===== config.mk =====
export PLATFORM = sky130hd
export DESIGN_NAME = pll_divider_search_encode_core
export DESIGN_NICKNAME = d
export VERILOG_FILES = /design/src/rtl/core/pdse_pkg.sv /design/src/rtl/core/pdse_regs.sv /design/src/rtl/core/pdse_ctrl.sv /design/src/rtl/core/pdse_dp.sv /design/src/rtl/core/pll_divider_search_encode_core.sv
export SDC_FILE = /design/constraint.sdc
export NUM_CORES = 1
export LEC_CHECK = 0
export CORE_MARGIN = 1.5
export CORE_UTILIZATION = 50
export CTS_CLUSTER_DIAMETER = 60
export CTS_CLUSTER_SIZE = 25
export DETAILED_ROUTE_END_ITERATION = 10
export DONT_BUFFER_PORTS = 1
export MAX_ROUTING_LAYER = met4
export PLACE_DENSITY = 0.68
export RECOVER_POWER = 100
export SETUP_SLACK_MARGIN = 0.15
export SLEW_MARGIN = 10
export SYNTH_ARGS = -nofsm -noshare
export SYNTH_HDL_FRONTEND = slang
export SYNTH_SLANG_ARGS = --single-unit

===== constraint.sdc =====
create_clock -name clk -period 3.89 [get_ports clk]
set_input_delay 0.778 -clock clk [delete_from_list [all_inputs] [get_ports clk]]
set_output_delay 0.778 -clock clk [all_outputs]
set_load 0.02 [all_outputs]

===== src/rtl/core/pdse_pkg.sv =====
`default_nettype none

package pdse_pkg;

    // search bounds
    localparam int MAX_MULT   = 60;
    localparam int MAX_PREDIV = 255;

    // field widths
    localparam int FIN_W   = 26;
    localparam int VCO_W   = 32;
    localparam int TGT_W   = 28;
    localparam int M_W     = 6;
    localparam int N_W     = 8;
    localparam int MDEC_W  = 17;
    localparam int NDEC_W  = 10;
    localparam int PDEC_W  = 10;
    localparam int SELI_W  = 7;
    localparam int SELP_W  = 5;

    // datapath widths
    localparam int PROD_W  = 32;             // m * fin, m <= 60
    localparam int TN_W    = TGT_W + N_W;    // target * n
    localparam int DIFF_W  = TN_W + 1;       // signed m*fin - target*n
    localparam int MLFSR_W = 15;
    localparam int NLFSR_W = 8;
    localparam int MCNT_W  = 16;
    localparam int NCNT_W  = 8;

    // APB port
    localparam int ADDR_W  = 4;
    localparam int DATA_W  = 32;

    // register word indexes
    localparam logic [1:0] REG_INPUT_FREQ = 2'd0;
    localparam logic [1:0] REG_VCO_MIN    = 2'd1;
    localparam logic [1:0] REG_VCO_MAX    = 2'd2;

    // register reset values
    localparam logic [FIN_W-1:0] INPUT_FREQ_RST = 26'd12000000;
    localparam logic [VCO_W-1:0] VCO_MIN_RST    = 32'd60000000;
    localparam logic [VCO_W-1:0] VCO_MAX_RST    = 32'd500000000;

    // encoder constants
    localparam logic [MDEC_W-1:0]  MDEC_M1       = 17'h18003;
    localparam logic [MDEC_W-1:0]  MDEC_M2       = 17'h10003;
    localparam logic [MLFSR_W-1:0] MDEC_SEED     = 15'h4000;
    localparam logic [MCNT_W-1:0]  MDEC_CNT_BASE = 16'h8001;  // steps = 0x8000 - m + 1
    localparam logic [NDEC_W-1:0]  NDEC_N1       = 10'h302;
    localparam logic [NDEC_W-1:0]  NDEC_N2       = 10'h202;
    localparam logic [NLFSR_W-1:0] NDEC_SEED     = 8'h80;
    localparam logic [NCNT_W:0]    NDEC_CNT_BASE = 9'h101;    // steps = 0x100 - n + 1
    localparam logic [PDEC_W-1:0]  PDEC_P1       = 10'h062;
    localparam logic [M_W-1:0]     SELI_MASK     = 6'h3c;
    localparam logic [SELI_W-1:0]  SELI_OFFSET   = 7'd4;
    localparam logic [SELP_W-1:0]  SELP_OFFSET   = 5'd1;
    localparam logic [M_W-1:0]     M_ONE         = 6'd1;
    localparam logic [M_W-1:0]     M_TWO         = 6'd2;
    localparam logic [N_W-1:0]     N_ONE         = 8'd1;
    localparam logic [N_W-1:0]     N_TWO         = 8'd2;
    localparam int                 MSTEP_FAST    = 8;          // LFSR steps per fast cycle

    typedef enum logic [2:0] {
        ST_IDLE,
        ST_SUB,
        ST_CHK,
        ST_ENC_M,
        ST_ENC_N,
        ST_OUT
    } state_t;

    typedef struct packed {
        logic [FIN_W-1:0] input_freq_hz;
        logic [VCO_W-1:0] vco_min_hz;
        logic [VCO_W-1:0] vco_max_hz;
    } cfg_t;

    // controller to datapath
    typedef struct packed {
        logic init;      // capture request, restart search at m=1 n=1
        logic sub;       // form m*fin - target*n
        logic chk;       // test pair; load encoders on hit, else advance
        logic m_step;    // step MDEC LFSR
        logic n_step;    // step NDEC LFSR
        logic out_load;  // load result register
    } dp_cmd_t;

    // datapath to controller
    typedef struct packed {
        logic hit;
        logic last_pair;
        logic m_enc_done;
        logic n_enc_done;
    } dp_sts_t;

    // one MDEC LFSR step
    function automatic logic [MLFSR_W-1:0] mdec_step(input logic [MLFSR_W-1:0] x);
        return {x[0] ^ x[1], x[MLFSR_W-1:1]};
    endfunction

    // MSTEP_FAST MDEC LFSR steps
    function automatic logic [MLFSR_W-1:0] mdec_step_fast(input logic [MLFSR_W-1:0] x);
        logic [MLFSR_W-1:0] y;
        y = x;
        for (int i = 0; i < MSTEP_FAST; i++) begin
            y = mdec_step(y);
        end
        return y;
    endfunction

    // one NDEC LFSR step
    function automatic logic [NLFSR_W-1:0] ndec_step(input logic [NLFSR_W-1:0] x);
        return {x[0] ^ x[2] ^ x[3] ^ x[4], x[NLFSR_W-1:1]};
    endfunction

endpackage

`default_nettype wire


===== src/rtl/core/pdse_regs.sv =====
`default_nettype none

module pdse_regs
    import pdse_pkg::*;
(
    input  wire logic              clk,
    input  wire logic              rst_n,
    input  wire logic              psel,
    input  wire logic              penable,
    input  wire logic              pwrite,
    input  wire logic [ADDR_W-1:0] paddr,
    input  wire logic [DATA_W-1:0] pwdata,
    output logic      [DATA_W-1:0] prdata,
    output logic                   pready,
    output cfg_t                   cfg
);

    logic [FIN_W-1:0] input_freq_reg;
    logic [VCO_W-1:0] vco_min_reg;
    logic [VCO_W-1:0] vco_max_reg;
    logic             wr_en;
    logic [1:0]       word_idx;

    assign pready   = 1'b1;
    assign wr_en    = psel && penable && pwrite && pready;
    assign word_idx = paddr[ADDR_W-1:2];

    // register writes, unknown words ignored
    always_ff @(posedge clk or negedge rst_n)
    begin
        if (!rst_n)
        begin
            input_freq_reg <= INPUT_FREQ_RST;
            vco_min_reg    <= VCO_MIN_RST;
            vco_max_reg    <= VCO_MAX_RST;
        end
        else if (wr_en)
        begin
            unique case (word_idx)
                REG_INPUT_FREQ: input_freq_reg <= pwdata[FIN_W-1:0];
                REG_VCO_MIN:    vco_min_reg    <= pwdata[VCO_W-1:0];
                REG_VCO_MAX:    vco_max_reg    <= pwdata[VCO_W-1:0];
                default:        ;
            endcase
        end
    end

    // read mux
    always_comb
    begin
        unique case (word_idx)
            REG_INPUT_FREQ: prdata = {{(DATA_W-FIN_W){1'b0}}, input_freq_reg};
            REG_VCO_MIN:    prdata = vco_min_reg;
            REG_VCO_MAX:    prdata = vco_max_reg;
            default:        prdata = '0;
        endcase
    end

    assign cfg.input_freq_hz = input_freq_reg;
    assign cfg.vco_min_hz    = vco_min_reg;
    assign cfg.vco_max_hz    = vco_max_reg;

endmodule

`default_nettype wire


===== src/rtl/core/pdse_ctrl.sv =====
`default_nettype none

module pdse_ctrl
    import pdse_pkg::*;
(
    input  wire logic    clk,
    input  wire logic    rst_n,
    input  wire logic    in_valid,
    output logic         in_ready,
    output logic         out_valid,
    input  wire logic    out_ready,
    output dp_cmd_t      cmd,
    input  wire dp_sts_t sts
);

    state_t state_reg;
    state_t state_next;
    logic   out_valid_reg;
    logic   out_valid_next;

    // state and output-valid registers
    always_ff @(posedge clk or negedge rst_n)
    begin
        if (!rst_n)
        begin
            state_reg     <= ST_IDLE;
            out_valid_reg <= 1'b0;
        end
        else
        begin
            state_reg     <= state_next;
            out_valid_reg <= out_valid_next;
        end
    end

    // next state
    always_comb
    begin
        state_next = state_reg;
        unique case (state_reg)
            ST_IDLE:  if (in_valid) state_next = ST_SUB;
            ST_SUB:   state_next = ST_CHK;
            ST_CHK:
            begin
                priority if (sts.hit)       state_next = ST_ENC_M;
                else if (sts.last_pair)     state_next = ST_OUT;
                else                        state_next = ST_SUB;
            end
            ST_ENC_M: if (sts.m_enc_done) state_next = ST_ENC_N;
            ST_ENC_N: if (sts.n_enc_done) state_next = ST_OUT;
            ST_OUT:   if (!out_valid_reg || out_ready) state_next = ST_IDLE;
            default:  state_next = ST_IDLE;
        endcase
    end

    // datapath commands and handshakes
    always_comb
    begin
        cmd      = '0;
        in_ready = 1'b0;
        unique case (state_reg)
            ST_IDLE:
            begin
                in_ready = 1'b1;
                cmd.init = in_valid;
            end
            ST_SUB:   cmd.sub      = 1'b1;
            ST_CHK:   cmd.chk      = 1'b1;
            ST_ENC_M: cmd.m_step   = 1'b1;
            ST_ENC_N: cmd.n_step   = 1'b1;
            ST_OUT:   cmd.out_load = !out_valid_reg || out_ready;
            default:  ;
        endcase
    end

    // output slot: filled on load, freed on transfer
    always_comb
    begin
        priority if (cmd.out_load) out_valid_next = 1'b1;
        else if (out_ready)        out_valid_next = 1'b0;
        else                       out_valid_next = out_valid_reg;
    end

    assign out_valid = out_valid_reg;

endmodule

`default_nettype wire


===== src/rtl/core/pdse_dp.sv =====
`default_nettype none

module pdse_dp
    import pdse_pkg::*;
(
    input  wire logic             clk,
    input  wire cfg_t             cfg,
    input  wire dp_cmd_t          cmd,
    output dp_sts_t               sts,
    input  wire logic [TGT_W-1:0] target_freq_hz,
    output logic                  found,
    output logic      [M_W-1:0]   mult_m,
    output logic      [N_W-1:0]   prediv_n,
    output logic      [TGT_W-1:0] out_freq_hz,
    output logic      [MDEC_W-1:0] mdec_code,
    output logic      [NDEC_W-1:0] ndec_code,
    output logic      [PDEC_W-1:0] pdec_code,
    output logic      [SELI_W-1:0] sel_i,
    output logic      [SELP_W-1:0] sel_p
);

    // search state
    logic [TGT_W-1:0]   tgt_reg;
    logic [PROD_W-1:0]  a_reg;      // m * fin
    logic [TN_W-1:0]    b_reg;      // target * n
    logic [DIFF_W-1:0]  diff_reg;
    logic [M_W-1:0]     m_reg;
    logic [N_W-1:0]     n_reg;
    logic               found_reg;
    logic               lo_ok_reg;  // fcco = 2*target inside window
    logic               hi_ok_reg;  // fcco = 2*target+1 inside window

    // encoder state
    logic [MLFSR_W-1:0] mlfsr_reg;
    logic [MLFSR_W-1:0] mlfsr_next;
    logic [MCNT_W-1:0]  mcnt_reg;
    logic [MCNT_W-1:0]  mcnt_next;
    logic [NLFSR_W-1:0] nlfsr_reg;
    logic [NCNT_W-1:0]  ncnt_reg;

    logic [VCO_W-1:0]   fcco_lo;
    logic [VCO_W-1:0]   fcco_hi;
    logic               in_rng;
    logic               upper_half;
    logic               n_wrap;
    logic [MCNT_W-1:0]  mcnt_init;
    logic [NCNT_W:0]    ncnt_full;
    logic [NCNT_W-1:0]  ncnt_init;
    logic [MDEC_W-1:0]  mdec_val;
    logic [NDEC_W-1:0]  ndec_val;

    // the two possible fcco values for this request
    assign fcco_lo = {{(VCO_W-TGT_W-1){1'b0}}, target_freq_hz, 1'b0};
    assign fcco_hi = {{(VCO_W-TGT_W-1){1'b0}}, target_freq_hz, 1'b1};

    // floor(m*fin/n) == target  <=>  0 <= diff < n; fcco odd when 2*diff >= n
    assign in_rng     = !diff_reg[DIFF_W-1] && (diff_reg[DIFF_W-2:N_W] == '0)
                        && (diff_reg[N_W-1:0] < n_reg);
    assign upper_half = {diff_reg[N_W-1:0], 1'b0} >= {1'b0, n_reg};

    assign sts.hit        = in_rng && (upper_half ? hi_ok_reg : lo_ok_reg);
    assign sts.last_pair  = (m_reg == M_W'(MAX_MULT)) && (n_reg == N_W'(MAX_PREDIV));
    assign sts.m_enc_done = (mcnt_reg == '0);
    assign sts.n_enc_done = (ncnt_reg == '0);

    assign n_wrap = (n_reg == N_W'(MAX_PREDIV));

    // LFSR step counts, zero for the fixed codes
    assign mcnt_init = (m_reg == M_ONE || m_reg == M_TWO) ? '0
                       : MDEC_CNT_BASE - {{(MCNT_W-M_W){1'b0}}, m_reg};
    assign ncnt_full = NDEC_CNT_BASE - {1'b0, n_reg};
    assign ncnt_init = (n_reg == N_ONE || n_reg == N_TWO) ? '0 : ncnt_full[NCNT_W-1:0];

    // MDEC stepping: eight steps a cycle while at least eight remain
    always_comb
    begin
        mlfsr_next = mlfsr_reg;
        mcnt_next  = mcnt_reg;
        if (mcnt_reg[MCNT_W-1:3] != '0)
        begin
            mlfsr_next = mdec_step_fast(mlfsr_reg);
            mcnt_next  = mcnt_reg - MCNT_W'(MSTEP_FAST);
        end
        else if (mcnt_reg != '0)
        begin
            mlfsr_next = mdec_step(mlfsr_reg);
            mcnt_next  = mcnt_reg - 1'b1;
        end
    end

    // search datapath
    always_ff @(posedge clk)
    begin
        if (cmd.init)
        begin
            tgt_reg   <= target_freq_hz;
            a_reg     <= {{(PROD_W-FIN_W){1'b0}}, cfg.input_freq_hz};
            b_reg     <= {{(TN_W-TGT_W){1'b0}}, target_freq_hz};
            m_reg     <= M_ONE;
            n_reg     <= N_ONE;
            found_reg <= 1'b0;
            lo_ok_reg <= (fcco_lo >= cfg.vco_min_hz) && (fcco_lo <= cfg.vco_max_hz);
            hi_ok_reg <= (fcco_hi >= cfg.vco_min_hz) && (fcco_hi <= cfg.vco_max_hz);
        end
        if (cmd.sub)
        begin
            diff_reg <= {{(DIFF_W-PROD_W){1'b0}}, a_reg} - {1'b0, b_reg};
        end
        if (cmd.chk)
        begin
            if (sts.hit)
            begin
                found_reg <= 1'b1;
            end
            else if (!sts.last_pair)
            begin
                if (n_wrap)
                begin
                    n_reg <= N_ONE;
                    b_reg <= {{(TN_W-TGT_W){1'b0}}, tgt_reg};
                    m_reg <= m_reg + 1'b1;
                    a_reg <= a_reg + {{(PROD_W-FIN_W){1'b0}}, cfg.input_freq_hz};
                end
                else
                begin
                    n_reg <= n_reg + 1'b1;
                    b_reg <= b_reg + {{(TN_W-TGT_W){1'b0}}, tgt_reg};
                end
            end
        end
    end

    // encoders
    always_ff @(posedge clk)
    begin
        if (cmd.chk && sts.hit)
        begin
            mlfsr_reg <= MDEC_SEED;
            mcnt_reg  <= mcnt_init;
            nlfsr_reg <= NDEC_SEED;
            ncnt_reg  <= ncnt_init;
        end
        else
        begin
            if (cmd.m_step)
            begin
                mlfsr_reg <= mlfsr_next;
                mcnt_reg  <= mcnt_next;
            end
            if (cmd.n_step && (ncnt_reg != '0))
            begin
                nlfsr_reg <= ndec_step(nlfsr_reg);
                ncnt_reg  <= ncnt_reg - 1'b1;
            end
        end
    end

    // final codes
    always_comb
    begin
        priority if (m_reg == M_ONE) mdec_val = MDEC_M1;
        else if (m_reg == M_TWO)     mdec_val = MDEC_M2;
        else                         mdec_val = {{(MDEC_W-MLFSR_W){1'b0}}, mlfsr_reg};
        priority if (n_reg == N_ONE) ndec_val = NDEC_N1;
        else if (n_reg == N_TWO)     ndec_val = NDEC_N2;
        else                         ndec_val = {{(NDEC_W-NLFSR_W){1'b0}}, nlfsr_reg};
    end

    // result register, all zero on no match
    always_ff @(posedge clk)
    begin
        if (cmd.out_load)
        begin
            found <= found_reg;
            if (found_reg)
            begin
                mult_m      <= m_reg;
                prediv_n    <= n_reg;
                out_freq_hz <= tgt_reg;
                mdec_code   <= mdec_val;
                ndec_code   <= ndec_val;
                pdec_code   <= PDEC_P1;
                sel_i       <= {1'b0, m_reg & SELI_MASK} + SELI_OFFSET;
                sel_p       <= m_reg[M_W-1:1] + SELP_OFFSET;
            end
            else
            begin
                mult_m      <= '0;
                prediv_n    <= '0;
                out_freq_hz <= '0;
                mdec_code   <= '0;
                ndec_code   <= '0;
                pdec_code   <= '0;
                sel_i       <= '0;
                sel_p       <= '0;
            end
        end
    end

endmodule

`default_nettype wire


===== src/rtl/core/pll_divider_search_encode_core.sv =====
// PLL divider search and code encoder.
// Registers (APB, pready always high): input_freq_hz at 0x0, vco_min_hz at
// 0x4, vco_max_hz at 0x8; write them only while no request is in flight.
// Request channel (in_valid/in_ready): one target_freq_hz per transfer. The
// block takes a new request only when the previous one has finished its
// search and encoding.
// Search: M from 1 to 60 outer, N from 1 to 255 inner, each pair tried in a
// subtract state and then a test state.
// Encoding after a match: (32769 - M) LFSR steps for MDEC at eight a cycle
// while eight remain, then single ones; then (257 - N) single steps for NDEC;
// M or N of 1 or 2 skip their steps.
// Result channel (out_valid/out_ready): a result register holds the last
// result; a stalled receiver keeps it, and a new request may be taken but
// its result waits until the register is freed.
// Reset: registers return to 12 MHz / 60 MHz / 500 MHz, no result pending.

`default_nettype none

module pll_divider_search_encode_core
    import pdse_pkg::*;
(
    input  wire logic              clk,
    input  wire logic              rst_n,

    input  wire logic              psel,
    input  wire logic              penable,
    input  wire logic              pwrite,
    input  wire logic [ADDR_W-1:0] paddr,
    input  wire logic [DATA_W-1:0] pwdata,
    output logic      [DATA_W-1:0] prdata,
    output logic                   pready,

    input  wire logic              in_valid,
    output logic                   in_ready,
    input  wire logic [TGT_W-1:0]  target_freq_hz,

    output logic                   out_valid,
    input  wire logic              out_ready,
    output logic                   found,
    output logic      [M_W-1:0]    mult_m,
    output logic      [N_W-1:0]    prediv_n,
    output logic      [TGT_W-1:0]  out_freq_hz,
    output logic      [MDEC_W-1:0] mdec_code,
    output logic      [NDEC_W-1:0] ndec_code,
    output logic      [PDEC_W-1:0] pdec_code,
    output logic      [SELI_W-1:0] sel_i,
    output logic      [SELP_W-1:0] sel_p
);

    cfg_t    cfg;
    dp_cmd_t cmd;
    dp_sts_t sts;

    // configuration registers
    pdse_regs u_regs (
        .clk     (clk),
        .rst_n   (rst_n),
        .psel    (psel),
        .penable (penable),
        .pwrite  (pwrite),
        .paddr   (paddr),
        .pwdata  (pwdata),
        .prdata  (prdata),
        .pready  (pready),
        .cfg     (cfg)
    );

    // sequencer
    pdse_ctrl u_ctrl (
        .clk       (clk),
        .rst_n     (rst_n),
        .in_valid  (in_valid),
        .in_ready  (in_ready),
        .out_valid (out_valid),
        .out_ready (out_ready),
        .cmd       (cmd),
        .sts       (sts)
    );

    // search and encode datapath
    pdse_dp u_dp (
        .clk            (clk),
        .cfg            (cfg),
        .cmd            (cmd),
        .sts            (sts),
        .target_freq_hz (target_freq_hz),
        .found          (found),
        .mult_m         (mult_m),
        .prediv_n       (prediv_n),
        .out_freq_hz    (out_freq_hz),
        .mdec_code      (mdec_code),
        .ndec_code      (ndec_code),
        .pdec_code      (pdec_code),
        .sel_i          (sel_i),
        .sel_p          (sel_p)
    );

endmodule

`default_nettype wire


### Yosys cells after proc, flatten, opt, wreduce, memory -nomap -nowiden

Cells that the tools add are included.

| storage, ports and cells | value |
|---|---|
| bits in registers | 383 |
| word-level logic and storage cells | 168 |
| bits of input ports | 71 |

| cells by class | value |
|---|---|
| add/sub/neg operators | 12 |
| bitwise operators | 12 |
| $lt $le $gt $ge | 6 |
| reduce and logical (&&, ||, !) cells | 36 |
| eq/ne operators | 17 |
| multiplexer cells | 56 |

Operator list:

| operator | number |
|---|---|
| 36-bit two-way mux | 5 |
| 32-bit two-way mux | 5 |
| 32-bit case mux with 3 select lines | 1 |
| 16-bit two-way mux | 5 |
| 29-bit by 32-bit greater-or-equal comparator with 1-bit output | 2 |
| 29-bit by 32-bit less-or-equal comparator with 1-bit output | 2 |
| 8-bit two-way mux | 8 |
| 32-bit by 36-bit subtractor with 37-bit output | 1 |
| 36-bit by 28-bit adder with 36-bit output | 1 |
| 17-bit two-way mux | 2 |
| 32-bit by 26-bit adder with 32-bit output | 1 |
| 15-bit two-way mux | 2 |
| 6-bit two-way mux | 5 |
| 28-bit zero test | 1 |
| 10-bit two-way mux | 2 |
| 3-bit two-way mux | 6 |
| 3-bit case mux with 6 select lines | 1 |
| 16-bit zero test | 1 |
| 16-bit nonzero test | 1 |
| 16-bit by 1-bit subtractor with 16-bit output (second input constant) | 1 |
| 16-bit by 4-bit subtractor with 16-bit output (second input constant) | 1 |
| 16-bit by 6-bit subtractor with 16-bit output (first input constant) | 1 |
| 1-bit two-way mux | 13 |
| 13-bit nonzero test | 1 |
| other kinds (36) | 70 |

### Depth between registers and ports, before layout

| depth | value |
|---|---|
| depth after elaboration | 7 |
| mapped depth | 12 |

### Hierarchy

A second synthesis with hierarchy kept.

| second synthesis, totals | value |
|---|---|
| cell total of the unflattened synthesis | 2,257 |
| area total of the unflattened synthesis | 22,442.8 µm² |

By module, submodules not included:

| module | times used | area an instance (µm²) | cells each |
|---|---|---|---|
| pdse_dp | 1 | 18,046.1 | 1,937 |
| pdse_regs | 1 | 4,145.2 | 291 |
| pdse_ctrl | 1 | 251.5 | 29 |

### Worst setup path after synthesis

No wires, ideal clock.

| timing | value |
|---|---|
| path kind | reg2reg |
| from | register u_ctrl.state_reg[0] |
| to | register u_dp.diff_reg[0], enable pin |
| buffers on the path | 1 |
| clock period less this slack | 3.874 ns |
| data arrival time | 3.387 ns |
| setup slack | 0.016 ns |
| stages on the path, launching flop included | 3 |
| data required time | 3.403 ns |
| library setup time | 0.487 ns |
| cells stage by stage | dfrtp_1 -> clkbuf_1 -> nor3b_1 |

| on the way | value |
|---|---|
| word-level cells in the longest chain between the ends | 2 |

RTL lines:

| element | line | text |
|---|---|---|
| start: declaration | pdse_ctrl.sv:16 | `state_t state_reg;` |
| start signal: assignment | pdse_ctrl.sv:31 | `state_reg <= state_next;` |
| 3-bit by 1-bit equality test with 1-bit output | pdse_ctrl.sv:61 | `unique case (state_reg)` |
| 1-bit two-way mux | pdse_ctrl.sv:61 |  |
| end signal: assignment | pdse_dp.sv:107 | `diff_reg <= {{(DIFF_W-PROD_W){1'b0}}, a_reg} - {1'b0, b_reg};` |
| end: declaration | pdse_dp.sv:26 | `logic [DIFF_W-1:0] diff_reg;` |

No other way between the ends.
A chain may end at the register's enable or synchronous reset.

### Worst setup path in the final report

| timing | value |
|---|---|
| from | input paddr[2] |
| to | output prdata[18] |

| on the way | value |
|---|---|
| word-level cells in the longest chain between the ends | 2 |

RTL lines:

| element | line | text |
|---|---|---|
| start: declaration | pll_divider_search_encode_core.sv:28 | `input wire logic [ADDR_W-1:0] paddr,` |
| 2-bit equality test, or another cell as far along | pdse_regs.sv:51 | `unique case (word_idx)` |
| 32-bit case mux with 3 select lines * | pdse_regs.sv:51 |  |
| end: declaration | pll_divider_search_encode_core.sv:30 | `output logic [DATA_W-1:0] prdata,` |

Mark *: on every way between the ends. The rest lies on a longest branch, timed or not.

==> metrics.md <==
| Metric | Value |
|---|---|
| Setup CP Type | in2out |
| Fin area | approximately 0.024 sq mm |
| Met3 WL | roughly 4300 um |
| DR WL/cell | around 21 um |
| Period utilization | 0.924 |
| Yosys warns | 0 |
| Pre-antenna DRT Iters | 5 |
| Register-to-Register Path Depth | 11 |
| Cell Area, Synth | around 0.022 sq mm |
| Mapped Cells | ~2.4k |
| CP Buf/Inv Count | 1 |
| Initial core utilization | 0.506 |
| Register area | between 0.009 and 0.01 sq mm |
| TritonCTS sink count | about 370 |
| DPL Wire Length | roughly 46000 um |
| Failing checks | capacitance limit, slew limit |
| Crit path largest cell delay | between 1000 and 1500 ps |
| Highest fanout seen on the critical path | 32 |
| Asr flop ratio synth | 0.253 |
| Wire length on met2 | approximately 30000 um |
| 1st-iter DRT viols | approximately 1.5k |
| CTS tree | yes |
| Largest net degree at the start of global routing | between 80 and 90 |
| Critical path startpoint | paddr[2] |
| Pwr dens | 790 mW/mm^2 |
| Slew margin rel. | -1.03 |
| Cell depth of the worst setup path | 4 |
| Worst setup endpoint | prdata[18] |
| Clk_skew | around 21 ps |
| Synth Register Bits | between 300 and 400 |
| Row count | 77 |
| Reg2Reg Setup Slack | 300 ps |
| Post-CTS setup buffer count | 0 |
| CP startpoint kind | input port |
| Clock buffers created by TritonCTS | 37 |
| Status | finished with violations |
| Worst r2r src | u_dp.n_reg[6] |
| Die area | approximately 0.046 sq mm |
| Worst-path cell chain | nor2b_1, clkbuf_1, nand2_1, o21ai_0 |
| Chip width | roughly 210 um |
| FMAX | roughly 0.28 GHz |
| Final wirelength | 62900 um |
| Gr usage total | 0.277 |
| Vias in the first global route | between 15k and 20k |
| Max reg flops | 37 |
| Area growth from synthesis to final layout | 8.88% |
| DR vias | between 15k and 20k |
| Primary FF master, synth | edfxtp_1 |
| Filler cells | ~3.9k |
| Gr ovfl total | 0 |
| Vias per cell | 5.97 |
| Core box area | 0.0442 sq mm |
| RSZ-0062 raised after global routing | false |
| WL met1 | roughly 27000 um |
| First-pass GRT wire length | just under 100000 um |
| Fraction of layout cells with a size suffix above 1 | 0.0809 |
| CP Data Required Time | 3110 ps |
| WHS | approximately 40 ps |
| Post-synth EDFFs | approximately 170 |
| Placer Congestion | approximately 0.95 |
| Boundary pin count | approximately 200 |
| Port Buf Inserts | 0 |
| H-tree levels | 2 |
| Hold Vio Cnt, Final | 0 |
| Seq/Total Area, Yosys | 0.431 |
| Critical Path End Type | output pin |
| Setup TNS | 0 ps |
| Least-Margin Pin Slew | 3040 ps |
| Final setup violating endpoints | 0 |
| Worst path slowest cell | clkbuf_1 |
| Top Layer Used | met4 |
| Initial antenna violation count | 3 |
| Pwr Total | between 15000 and 20000 uW |
| Leak | about 0.01 uW |
| Number of routed nets with antenna violations | 0 |
| # DRC | 0 |
| Final worst path period need | ~3600 ps |
| Root buf cell | clkbuf_16 |
| Die Y | 215 um |
| Clk slew on worst S/H paths | 70 ps |
| HP Class | in2async |
| Worst R2R End | u_dp.a_reg[18] |
| CP top delay family | buffers and inverters |
| Syn avg cell area | between 9 and 10 sq um |
| Clock Latency Late Sink | approximately 570 ps |
| Footprint of the multi-input gates | 0.0117 sq mm |
| Clock buffer depth | 3 |
| Max cap viols | 8 |
| Crit path DAT | ~2800 ps |
| Synth cell types | 84 |
| Final Max Slew Viols | 400 |
| Nets | 2618 |
| Placed cell areas | about 0.023 sq mm |
| Worst VDD drop | about 470 uV |
-- cells in the mapped netlist (16+ instances only) --
library cell  count  area [sq um]
inv_1           157           589
a21oi_1         154           771
and3_1           52           325
mux2_2           36           405
nor2_1          147           552
o21bai_1         16           120
nor2b_1          25           156
o21ai_0         174           871
o21a_1           19           143
nand4_1          24           150
dfrtp_1          61          1530
nor4_1           27           169
edfxtp_1        171          5130
o211ai_1         24           180
a21o_1           56           420
nor3_1           34           170
and2_1           35           219
clkbuf_1         74           278
nand3_1          51           255
dfstp_2          33           867
nand2b_1         24           150
dfxtp_1         106          2120
nand2_1         283          1060
o22ai_1          17           106
xor2_1           32           280
xnor2_1          70           613
ha_1            175          2190
mux2i_1          63           631
-- stage by stage --
step,utilization,worst slack [ps],instances
4_1_cts,0.554,363,2989
5_1_grt,0.551,119,2991
6_report,0.551,295,2991
3_3_place_gp,0.522,438,2920
2_1_floorplan,-,620,2387
3_5_place_dp,0.522,369,2920
-- layout make-up --
cell class	instances	share of cell area
Antenna cell	1	0.000103
Clock buffer	43	0.0428
Clock inverter	25	0.0130
Inverter	159	0.0245
Multi-Input combinational cell	1752	0.480
Sequential cell	371	0.396
Tap cell	592	0.0304
Timing Repair Buffer	48	0.0129
-- worst reg2reg max path, stage by stage (launching register included) --
cell and delay [ps]:
dfxtp_1 460, inv_1 200, ha_1 350, nand2_1 60, nor2_1 150, o211ai_1 120, o211ai_1 310, a31oi_4 220
nor3_2 1020, buf_8 270, buf_4 220, o21ai_0 110
-- kinds of logic (layout without fill, tap and decap cells) --
logic type | after synthesis | in the layout | synth area share
simple gates | 764 | 764 | 0.165
compound gates | 599 | 599 | 0.170
flops | 371 | 371 | 0.431
buf+inv | 264 | 275 | 0.0473
fa+ha+maj | 178 | 178 | 0.101
xor+xnor | 102 | 102 | 0.0399
mux | 99 | 99 | 0.0463
other cells | 2 | 11 | 0.000336
-- cells in the final DEF, fill, tap and decap left out, drive strengths merged, types with 63 or more instances in the layout --
master / synthesis / routed
xnor2: 70 / 70
edfxtp: 171 / 171
inv: 159 / 170
clkbuf: 74 / 63
o21ai: 175 / 175
ha: 175 / 175
mux2i: 63 / 63
dfxtp: 106 / 106
nand2: 283 / 283
nor2: 149 / 149
a21oi: 155 / 155
-- routing by layer --
| metal | vias to the layer above | GRT usage |
|---|---|---|
| met5 | - | - |
| met4 | 0 | 0.0758 |
| met1 | 8629 | 0.342 |
| met3 | 104 | 0.0550 |
| met2 | 592 | 0.463 |
| li1 | 8542 | - |
-- report_power, final --
group | total [uW] | leakage [uW] | internal [uW] | switching (uW)
clock | 3960 | 0.000654 | 2170 | 1800
sequential | 6490 | 0.00355 | 5510 | 975
combinational | 8790 | 0.00601 | 3600 | 5190
total | 19200 | 0.0102 | 11300 | 7960
-- how the worst min path moves through the flow --
| stage | start | to | slack (ps) |
|---|---|---|---|
| floorplan | u_dp.b_reg[29] | u_dp.b_reg[29] | 430 |
| global placement | u_dp.b_reg[29] | u_dp.b_reg[29] | 440 |
| detailed placement | u_dp.b_reg[29] | u_dp.b_reg[29] | 450 |
| CTS | rst_n | u_regs.input_freq_reg[8] | 20 |
| global route | rst_n | u_regs.input_freq_reg[8] | 10 |
| finish | rst_n | u_regs.input_freq_reg[8] | 40 |
-- repair_timing --
item | CTS | global route
endpoints found under the setup margin | 0 | 3
endpoints found under the hold margin | 61 | 0
hold buffers | 1 | 0
resized for setup | 0 | 2
Note: power is estimated with default switching activity, not from simulation.
